File: config.mk
export PLATFORM = sky130hd
export DESIGN_NAME = sorted_list_engine_top
export DESIGN_NICKNAME = d
export VERILOG_FILES = /design/src/sv/sle_pkg.sv /design/src/sv/sle_cell.sv /design/src/sv/sorted_list_engine_top.sv
export SDC_FILE = /design/constraint.sdc
export NUM_CORES = 2
export LEC_CHECK = 0
export ABC_CLOCK_PERIOD_IN_PS = 14900
export BUFFER_PORTS_ARGS = -buffer_cell sky130_fd_sc_hd__buf_2
export CAP_MARGIN = 20
export CORE_MARGIN = 8
export CORE_UTILIZATION = 25
export DETAILED_ROUTE_END_ITERATION = 10
export PLACE_DENSITY = 0.47
export SLEW_MARGIN = 20
export SYNTH_ARGS = -nofsm -noshare
export SYNTH_HDL_FRONTEND = slang
export SYNTH_SLANG_ARGS = --single-unit
File: constraint.sdc
create_clock -name clk -period 14.9 [get_ports clk]
set_input_delay 2.98 -clock clk [delete_from_list [all_inputs] [get_ports clk]]
set_output_delay 2.98 -clock clk [all_outputs]
set_load 0.03 [all_outputs]
File: src/sv/sle_pkg.sv
// Shared types and codes for the sorted list engine.
// No dependencies; every other source file in the project imports this package.
package sle_pkg;

  // Request actions.
  localparam logic [1:0] ACT_INSERT = 2'd0;
  localparam logic [1:0] ACT_REMOVE = 2'd1;
  localparam logic [1:0] ACT_SEARCH = 2'd2;
  localparam logic [1:0] ACT_GET    = 2'd3;

  // Result status codes.
  localparam logic [1:0] ST_OK        = 2'd0;
  localparam logic [1:0] ST_FULL      = 2'd1;
  localparam logic [1:0] ST_NOT_FOUND = 2'd2;
  localparam logic [1:0] ST_BAD_INDEX = 2'd3;

  typedef struct packed {
    logic [1:0]         action;
    logic signed [31:0] value;
    logic [3:0]         index;
  } req_t;

  typedef struct packed {
    logic [1:0]         status;
    logic               found;
    logic signed [31:0] data_out;
    logic [4:0]         count;
  } result_t;

  // Per-request enables broadcast to every cell of the row.
  typedef struct packed {
    logic insert_en;
    logic remove_en;
  } cell_ctl_t;

endpackage

File: src/sv/sle_cell.sv
// One storage cell of the sorted list row.
// Depends on sle_pkg for the broadcast control struct.
module sle_cell #(
  parameter int VALUE_BITS = 32,
  parameter int POS        = 0
) (
  input  logic                         clk,
  input  sle_pkg::cell_ctl_t           ctl,
  input  logic                         valid,
  input  logic signed [VALUE_BITS-1:0] vin,
  input  logic [3:0]                   index,
  input  logic                         lt_left,
  input  logic signed [VALUE_BITS-1:0] entry_left,
  input  logic signed [VALUE_BITS-1:0] entry_right,
  output logic                         lt,
  output logic                         eq,
  output logic                         hit,
  output logic signed [VALUE_BITS-1:0] entry,
  output logic signed [VALUE_BITS-1:0] rd_data
);
  import sle_pkg::*;

  logic signed [VALUE_BITS-1:0] entry_next;

  assign lt  = valid && (entry < vin);
  assign eq  = valid && (entry == vin);
  assign hit = valid && (int'(index) == POS);
  assign rd_data = hit ? entry : '0;

  // The row is sorted, so lt is high on a prefix of the cells. An insert
  // lands where the prefix ends and everything past it moves one cell up;
  // a remove pulls everything from that point one cell down.
  always_comb begin
    entry_next = entry;
    if (ctl.insert_en) begin
      if (!lt_left) begin
        entry_next = entry_left;
      end else if (!lt) begin
        entry_next = vin;
      end
    end else if (ctl.remove_en) begin
      if (!lt) begin
        entry_next = entry_right;
      end
    end
  end

  always_ff @(posedge clk) begin
    entry <= entry_next;
  end

endmodule

File: src/sv/sorted_list_engine_top.sv
// Top level of the sorted list engine: a row of sle_cell instances plus
// the fill counter and the result register. Depends on sle_pkg and sle_cell.
//
//   Channel   Signals              Direction  Transfer condition
//   request   start, busy, req     in         start high and busy low at clk rise
//   result    done, result         out        done high for one cycle, never held
//
// Each request is handled at once: all cells compare the value against their
// entry and shift toward or away from their neighbor in the same clock edge,
// so a new request may follow in the very next cycle. The result appears in
// the cycle after the request's transfer. Reset is synchronous and clears
// only the fill count and the strobe; cell contents stay undefined until an
// insert writes them. busy is high only while reset is asserted, and the
// receiver cannot stall the result channel.
module sorted_list_engine_top #(
  parameter int DEPTH      = 16,
  parameter int VALUE_BITS = 32
) (
  input  logic              clk,
  input  logic              rst,
  input  logic              start,
  input  sle_pkg::req_t     req,
  output logic              busy,
  output logic              done,
  output sle_pkg::result_t  result
);
  import sle_pkg::*;

  localparam int FILL_W = $clog2(DEPTH + 1);

  logic [FILL_W-1:0]            fill;
  logic [FILL_W-1:0]            fill_next;
  logic                         accept;
  logic                         full;
  logic                         found_any;
  logic                         get_hit;
  logic signed [VALUE_BITS-1:0] vin;
  logic signed [VALUE_BITS-1:0] rd_value;
  cell_ctl_t                    ctl;
  result_t                      result_next;

  logic [DEPTH-1:0]             valid_v;
  logic [DEPTH-1:0]             lt_v;
  logic [DEPTH-1:0]             eq_v;
  logic [DEPTH-1:0]             hit_v;
  logic [DEPTH-1:0]             lt_left_v;
  logic signed [VALUE_BITS-1:0] entry_q     [DEPTH];
  logic signed [VALUE_BITS-1:0] entry_left  [DEPTH];
  logic signed [VALUE_BITS-1:0] entry_right [DEPTH];
  logic signed [VALUE_BITS-1:0] rd_q        [DEPTH];

  // A request is taken whenever the block is out of reset.
  assign busy   = rst;
  assign accept = start && !busy;

  // Only the low VALUE_BITS bits of the operand count, read as signed.
  assign vin  = VALUE_BITS'(req.value);
  assign full = (fill == FILL_W'(DEPTH));

  // Neighbor wiring. The first cell sees an always-smaller left neighbor so
  // that an insert below every entry lands in it; the last cell's right
  // neighbor is itself, which only matters for a slot that becomes empty.
  always_comb begin
    for (int i = 0; i < DEPTH; i++) begin
      valid_v[i] = (int'(fill) > i);
      if (i == 0) begin
        lt_left_v[i]  = 1'b1;
        entry_left[i] = vin;
      end else begin
        lt_left_v[i]  = lt_v[i-1];
        entry_left[i] = entry_q[i-1];
      end
      if (i == DEPTH - 1) begin
        entry_right[i] = entry_q[i];
      end else begin
        entry_right[i] = entry_q[i+1];
      end
    end
  end

  genvar g;
  generate
    for (g = 0; g < DEPTH; g++) begin : g_cell
      sle_cell #(
        .VALUE_BITS (VALUE_BITS),
        .POS        (g)
      ) u_cell (
        .clk         (clk),
        .ctl         (ctl),
        .valid       (valid_v[g]),
        .vin         (vin),
        .index       (req.index),
        .lt_left     (lt_left_v[g]),
        .entry_left  (entry_left[g]),
        .entry_right (entry_right[g]),
        .lt          (lt_v[g]),
        .eq          (eq_v[g]),
        .hit         (hit_v[g]),
        .entry       (entry_q[g]),
        .rd_data     (rd_q[g])
      );
    end
  endgenerate

  // At most one cell matches the get index, so the read is an OR of the
  // gated cell outputs.
  always_comb begin
    rd_value = '0;
    for (int i = 0; i < DEPTH; i++) begin
      rd_value = rd_value | rd_q[i];
    end
  end

  assign found_any = |eq_v;
  assign get_hit   = |hit_v;

  assign ctl.insert_en = accept && (req.action == ACT_INSERT) && !full;
  assign ctl.remove_en = accept && (req.action == ACT_REMOVE) && found_any;

  always_comb begin
    fill_next = fill;
    if (ctl.insert_en) begin
      fill_next = fill + FILL_W'(1);
    end else if (ctl.remove_en) begin
      fill_next = fill - FILL_W'(1);
    end
  end

  // Result fields for the request being transferred this cycle.
  always_comb begin
    result_next          = '0;
    result_next.count    = 5'(fill_next);
    unique case (req.action)
      ACT_INSERT: begin
        if (full) begin
          result_next.status = ST_FULL;
        end
      end
      ACT_REMOVE: begin
        if (!found_any) begin
          result_next.status = ST_NOT_FOUND;
        end
      end
      ACT_SEARCH: begin
        result_next.found = found_any;
      end
      ACT_GET: begin
        if (get_hit) begin
          result_next.data_out = 32'(rd_value);
        end else begin
          result_next.status = ST_BAD_INDEX;
        end
      end
      default: begin
        result_next.status = ST_OK;
      end
    endcase
  end

  always_ff @(posedge clk) begin
    if (rst) begin
      fill <= '0;
      done <= 1'b0;
    end else begin
      fill <= fill_next;
      done <= accept;
    end
  end

  always_ff @(posedge clk) begin
    if (accept) begin
      result <= result_next;
    end
  end

  // Every transferred request yields exactly one result in the next cycle.
  a_done_follows: assert property (@(posedge clk) disable iff (rst)
    accept |=> done)
    else $error("request transfer without a result strobe");

  a_no_spurious: assert property (@(posedge clk) disable iff (rst)
    !accept |=> !done)
    else $error("result strobe without a request transfer");

  // The reported count is the fill that the action left behind.
  a_count_matches: assert property (@(posedge clk) disable iff (rst)
    done |-> (result.count == 5'(fill)))
    else $error("result count differs from fill");

  // A successful insert grows the list by exactly one entry.
  a_insert_grows: assert property (@(posedge clk) disable iff (rst)
    ctl.insert_en |=> (fill == $past(fill) + FILL_W'(1)))
    else $error("insert did not advance fill");

  // A full status is only reported when the list held DEPTH entries.
  a_full_status: assert property (@(posedge clk) disable iff (rst)
    (done && (result.status == ST_FULL)) |-> (fill == FILL_W'(DEPTH)))
    else $error("full status with room left");

endmodule

Yosys cells after proc, flatten, opt, wreduce, memory -nomap -nowiden
Index checks and enable logic that the tools add are counted.

operators by class
  reductions and logical operators = 77
  bitwise gates (word level) = 16
  $lt $le $gt $ge = 32
  equality and inequality tests = 64
  $add $sub $neg = 2
  mux-type cells = 98

operator list
  kind                                                            count
  2-to-1 mux 32 bit                                               92
  == test 32 bit                                                  16
  less-than comparator 32 bit                                     16
  bitwise OR 32 bit                                               15
  inequality test 2 bit (second input constant)                   29
  logical AND 1 bit                                               53
  AND reduction 3 bit                                             14
  greater-than comparator 5 x 4 -> 1 bit (second input constant)  8
  == test 4 bit (second input constant)                           8
  OR reduction 16 bit                                             2
  greater-than comparator 5 x 3 -> 1 bit (second input constant)  4
  == test 4 x 3 -> 1 bit (second input constant)                  4
  greater-than comparator 5 x 1 -> 1 bit (second input constant)  2
  greater-than comparator 5 x 2 -> 1 bit (second input constant)  2
  2-to-1 mux 5 bit                                                2
  == test 4 x 2 -> 1 bit (second input constant)                  2
  case mux 2 bit (3 select lines)                                 1
  AND reduction 2 bit                                             3
  adder 5 x 1 -> 5 bit (second input constant)                    1
  == test 5 bit (second input constant)                           1
  subtractor 5 x 1 -> 5 bit (second input constant)               1
  == test 2 bit (second input constant)                           2
  == test 4 x 1 -> 1 bit (second input constant)                  1
  logical NOT 4 bit                                               1
  7 further kinds                                                 9

word-level totals
  word-level logic and storage cells = 311
  register bits after elaboration = 558

Longest topological paths before layout
  depth after elaboration = 18
  depth in mapped cells = 13
  gate-level depth less buffers = 10

Hierarchy
A second synthesis with hierarchy kept.

unflattened totals
  cell total of the unflattened synthesis = 5129
  area, all modules = 46603.4 um^2

by module, submodules not included
  module                            instances  area an instance (um^2)  seq. area each (um^2)  cells an instance
  sle_cell (g_cell[10].u_cell ...)  5          2716.4                   960.9                  301
  sle_cell (g_cell[11].u_cell ...)  2          2721.4                   960.9                  301
  sle_cell (g_cell[1].u_cell ...)   2          2718.9                   960.9                  301
  sle_cell (g_cell[4].u_cell ...)   2          2715.1                   960.9                  301
  sorted_list_engine_top            1          3083.0                   1321.3                 309
  sle_cell (g_cell[14].u_cell)      1          2751.4                   960.9                  301
  sle_cell (g_cell[0].u_cell)       1          2728.9                   960.9                  304
  sle_cell (g_cell[3].u_cell)       1          2717.6                   960.9                  301
  sle_cell (g_cell[15].u_cell)      1          2716.4                   960.9                  302
  sle_cell (g_cell[13].u_cell)      1          2713.9                   960.9                  301

Worst setup path before layout
OpenSTA, ideal clock, no wires.

  path type = input-to-reg
  start point = in rst
  end point = reg g_cell[13].u_cell.entry[0], enable pin
  arrival = 8.116 ns
  stages = 4
  library setup time = 0.466 ns
  setup slack = 6.318 ns
  cell sequence = nor2b_1 nand3_1 clkbuf_1 o21ai_0

between the ends
  word-level cells in the longest chain between the ends = 6

RTL lines
  what                                                                                 RTL line                                                      RTL
  from (decl)                                                                          sorted_list_engine_top.sv:20                                  input logic rst,
  logical NOT 1 bit *                                                                  sorted_list_engine_top.sv:54                                  assign accept = start && !busy;
  logical AND 1 bit *                                                                  sorted_list_engine_top.sv:54
  logical AND 1 bit (on tied branches) (2 in series)                                   sorted_list_engine_top.sv:117, sorted_list_engine_top.sv:118
  inequality test 2 bit (no source line) / nonzero test 2 bit (equally long branches)  -
  AND reduction 3 bit (no source line) *                                               -
  to (signal assigned)                                                                 sle_cell.sv:49                                                entry <= entry_next;
  to (decl)                                                                            sle_cell.sv:18                                                output logic signed [VALUE_BITS-1:0] entry,

Every way passes the cells marked *; elsewhere a longest branch is shown, timed or not.
A chain may end at the register's enable or synchronous reset.

Worst setup path after layout
  start point = in req[30] in the netlist's numbering
  end point = reg g_cell[14].u_cell.entry[8], enable pin

between the ends
  word-level cells in the longest chain between the ends = 6

RTL lines
  what                                                                 RTL line                      RTL
  from (decl)                                                          sorted_list_engine_top.sv:22  input sle_pkg::req_t req,
  branches (longest 5 deep; another with less-than comparator 32 bit)  -
  AND reduction 3 bit (no source line) *                               -
  to (signal assigned)                                                 sle_cell.sv:49
  to (decl)                                                            sle_cell.sv:18

Every way passes the cells marked *.

==> metrics.yaml <==
min_path:
  hold_path_class: "register to register"
pwr:
  vdd_drop_max_v: 0.00007245
  p_comb_share_pct: 12.0
  share_seq_of_total_power_pct: 43.5
  power_leakage_nw: 20.07
  pwr-share-clk_pct: 44.5
  p_sw_w: 0.001159
  swShare_pct: 27.88
  p_per_area_nw_per_um2: 87.17
  p_int_w: 0.002999
synth:
  synthArstFlopShare_pct: 0
  ys_seq_area_share_pct: 39.43
  post_synth.cell_area_avg_um2: 10.33
  synth_edf_count: 552
  syn_area_um2: 42340
  ys_ff_latch: 558
  synth-main-ff-cell: "edfxtp_1"
  syn_inst: 4098
  synth_fp_nets: 4657
  synth_warnings: 0
  ys_types: 86
worst_setup_path:
  arrival_ns: 8.63
  start_kind: "primary input"
  cp_max_fo: 23
  required_ns: 15.20
  end_kind: "register"
  reg2reg_slack_ns: 9.19
  worstSetupPathType: "primary input to register"
final_layout:
  fin_nets: 4630
  drive_gt1_share_pct: 9.811
  final_util_pct: 28.24
  seq_area_um2: 16700
  fillCellCount: 17700
  syn2layout_area_growth_pct: 12.66
  multi_input_area_um2: 24540
clock_network:
  htreeDepth: 3
  cts_sinks: 558
  worstSkewPairLatency_ns: 0.70
  holdBufCountCts: 0
  cts_setup_buffers: 0
  cts_root_buf: "clkbuf_16"
  clk_path_buf_depth: 3
  numCtsBuffers: 72
  clk_pin_slew_ns: 0.06
  cts_tree: "done"
  post_cts_resized: 0
global_routing:
  grt_overflow_total: 0
  track_usage_pct: 21.99
  grt_pass1_wl_mm: 285.6
  grt_max_degree: 125
  antenna_found_initial: 26
  grt_pass1_vias: 34440
drt:
  final_antenna_net_count: 0
  avgViaCountPerCell: 5.757
  vias: 36640
  drcViolationCount: 0
  routed_wl_mm: 208.6
  firstDrtPassIters: 7
  drt_iter0_drc: 4802
  route.detailed.wl_per_inst_um: 32.77
timing:
  min_period_ns: 8.333
  finalHoldViolCount: 0
  rsz0062_at_grt: "false"
  fmax_mhz: 120.0
  max_slew_margin_pct: 17.33
  fin_crit_sh_pct: 55.92
  worst_slew_pin_slew_ns: 1.227
  setup_viol: 0
  skew_ns: 0.04266
  setup_tns_ns: 0
  slew_viol_final: 0
placement:
  portBuffers: 82
  hpwl_mm: 143.4
  gp_congestion: 0.9617
floorplan:
  floorplan.rows: 151
  initial_utilization_pct: 25.07
  die_w_um: 427.5
  ioPinCount: 83
  die_area_um2: 182800
  dieHeight_um: 427.5
  coreArea_um2: 168900
job:
  drv_cap: 0
status:
  status: "finished, final reports clean"
critical path: stages:
cell,delay [ns]
buf_2,0.34
inv_1,0.47
ha_1,0.48
nand4_1,0.17
nor4_1,0.91
o22ai_1,0.14
o21ai_0,0.38
mux2i_4,0.78
buf_4,0.63
a22o_2,0.61
buf_4,0.63
flip-flops by register name (all words and copies together), names as in the netlist:
signal	count
g_cell.u_cell.entry	512
done	1
fill	5
result	40
cell usage after synthesis, drive strengths merged (20+ instances only):
cell	n	area, µm²
clkbuf	175	656.9
mux2	43	488.0
a221oi	100	875.8
nand2	612	2297
a22o	73	639.4
nand3	40	200.2
a211oi	20	150.1
nand4	121	769.5
edfxtp	552	16580
a31oi	33	656.9
mux2i	453	4549
a22oi	51	382.9
o21ai	564	2830
inv	73	274.0
a21o	35	262.8
a21oi	240	1205
a221o	40	400.4
buf	78	503.0
nor2	51	196.4
nand2b	21	131.4
nor4	24	186.4
ha	518	6481
metrics by stage:
stage	power [W]	setup WS [ns]	hold WS, ns	cells	area (µm²)
global placement	0.002323	6.063	0.5931	6213	45190
detailed placement	0.002329	5.881	0.5986	6214	45220
finish	0.004158	6.567	0.6227	6365	47700
CTS	0.004190	6.673	0.6111	6345	47620
floorplan	0.002117	6.318	0.5462	4098	42340
global route	0.004282	6.523	0.6455	6354	47670
cells in the final DEF, fill, tap and decap left out, drive strengths merged, types with 40 or more instances in the layout:
cell type	netlist	routed
nand2	612	612
o21ai	564	564
edfxtp	552	552
ha	518	518
mux2i	453	453
a21oi	240	240
buf	78	152
nand4	121	121
a221oi	100	100
clkbuf	175	91
inv	73	78
a22o	73	73
a22oi	51	51
nor2	51	51
mux2	43	43
a221o	40	40
nand3	40	40
cell families after synthesis:
kind of cell / share of synthesized area [%]
AO/OA/AOI/OAI: 19.53
AND/OR/NAND/NOR: 10.36
multiplexers: 11.90
flip-flops: 39.43
adder cells (fa/ha/maj): 15.31
buffers and inverters: 3.387
XOR/XNOR: 0.08274
layer usage:
layer,track usage (%),part of all wire (%),vias up,routed length [µm]
met5,0,0.0096,-,20
met4,10.93,5.1,2,10690
met3,4.717,9.0,508,18770
met2,33.68,44,2048,91050
met1,29.31,42,18190,88040
li1,-,-,15900,-
worst paths after layout:
path,startpoint,end,cells past startpoint
worst max-delay path,req[30],g_cell[14].u_cell.entry[8],11
worst min register to register,g_cell[15].u_cell.entry[17],g_cell[14].u_cell.entry[17],2
worst max register to register,fill[1],g_cell[6].u_cell.entry[11],12
worst min-delay path,g_cell[15].u_cell.entry[17],g_cell[14].u_cell.entry[17],2
power groups by stage:
| stage | Combinational (W) | Clock [W] | Sequential [W] |
|---|---|---|---|
| final | 0.000499 | 0.00185 | 0.00181 |
| after floorplan | 0.000299 | 0 | 0.00182 |
| after global routing | 0.000541 | 0.00193 | 0.00181 |
| after global placement | 0.000481 | 0 | 0.00184 |
| after detailed placement | 0.000488 | 0 | 0.00184 |
| after CTS | 0.000490 | 0.00189 | 0.00181 |
area by class of cell:
cell class,instances,area share [%]
multi-input combinational,3214,51.44
sequential,558,35.00
tap,2218,5.818
clock buffer,91,4.147
timing repair buffer,152,2.028
clock inverter,40,0.8866
inverter,73,0.5745
antenna,19,0.09968
(Power assumes the default switching activity.)
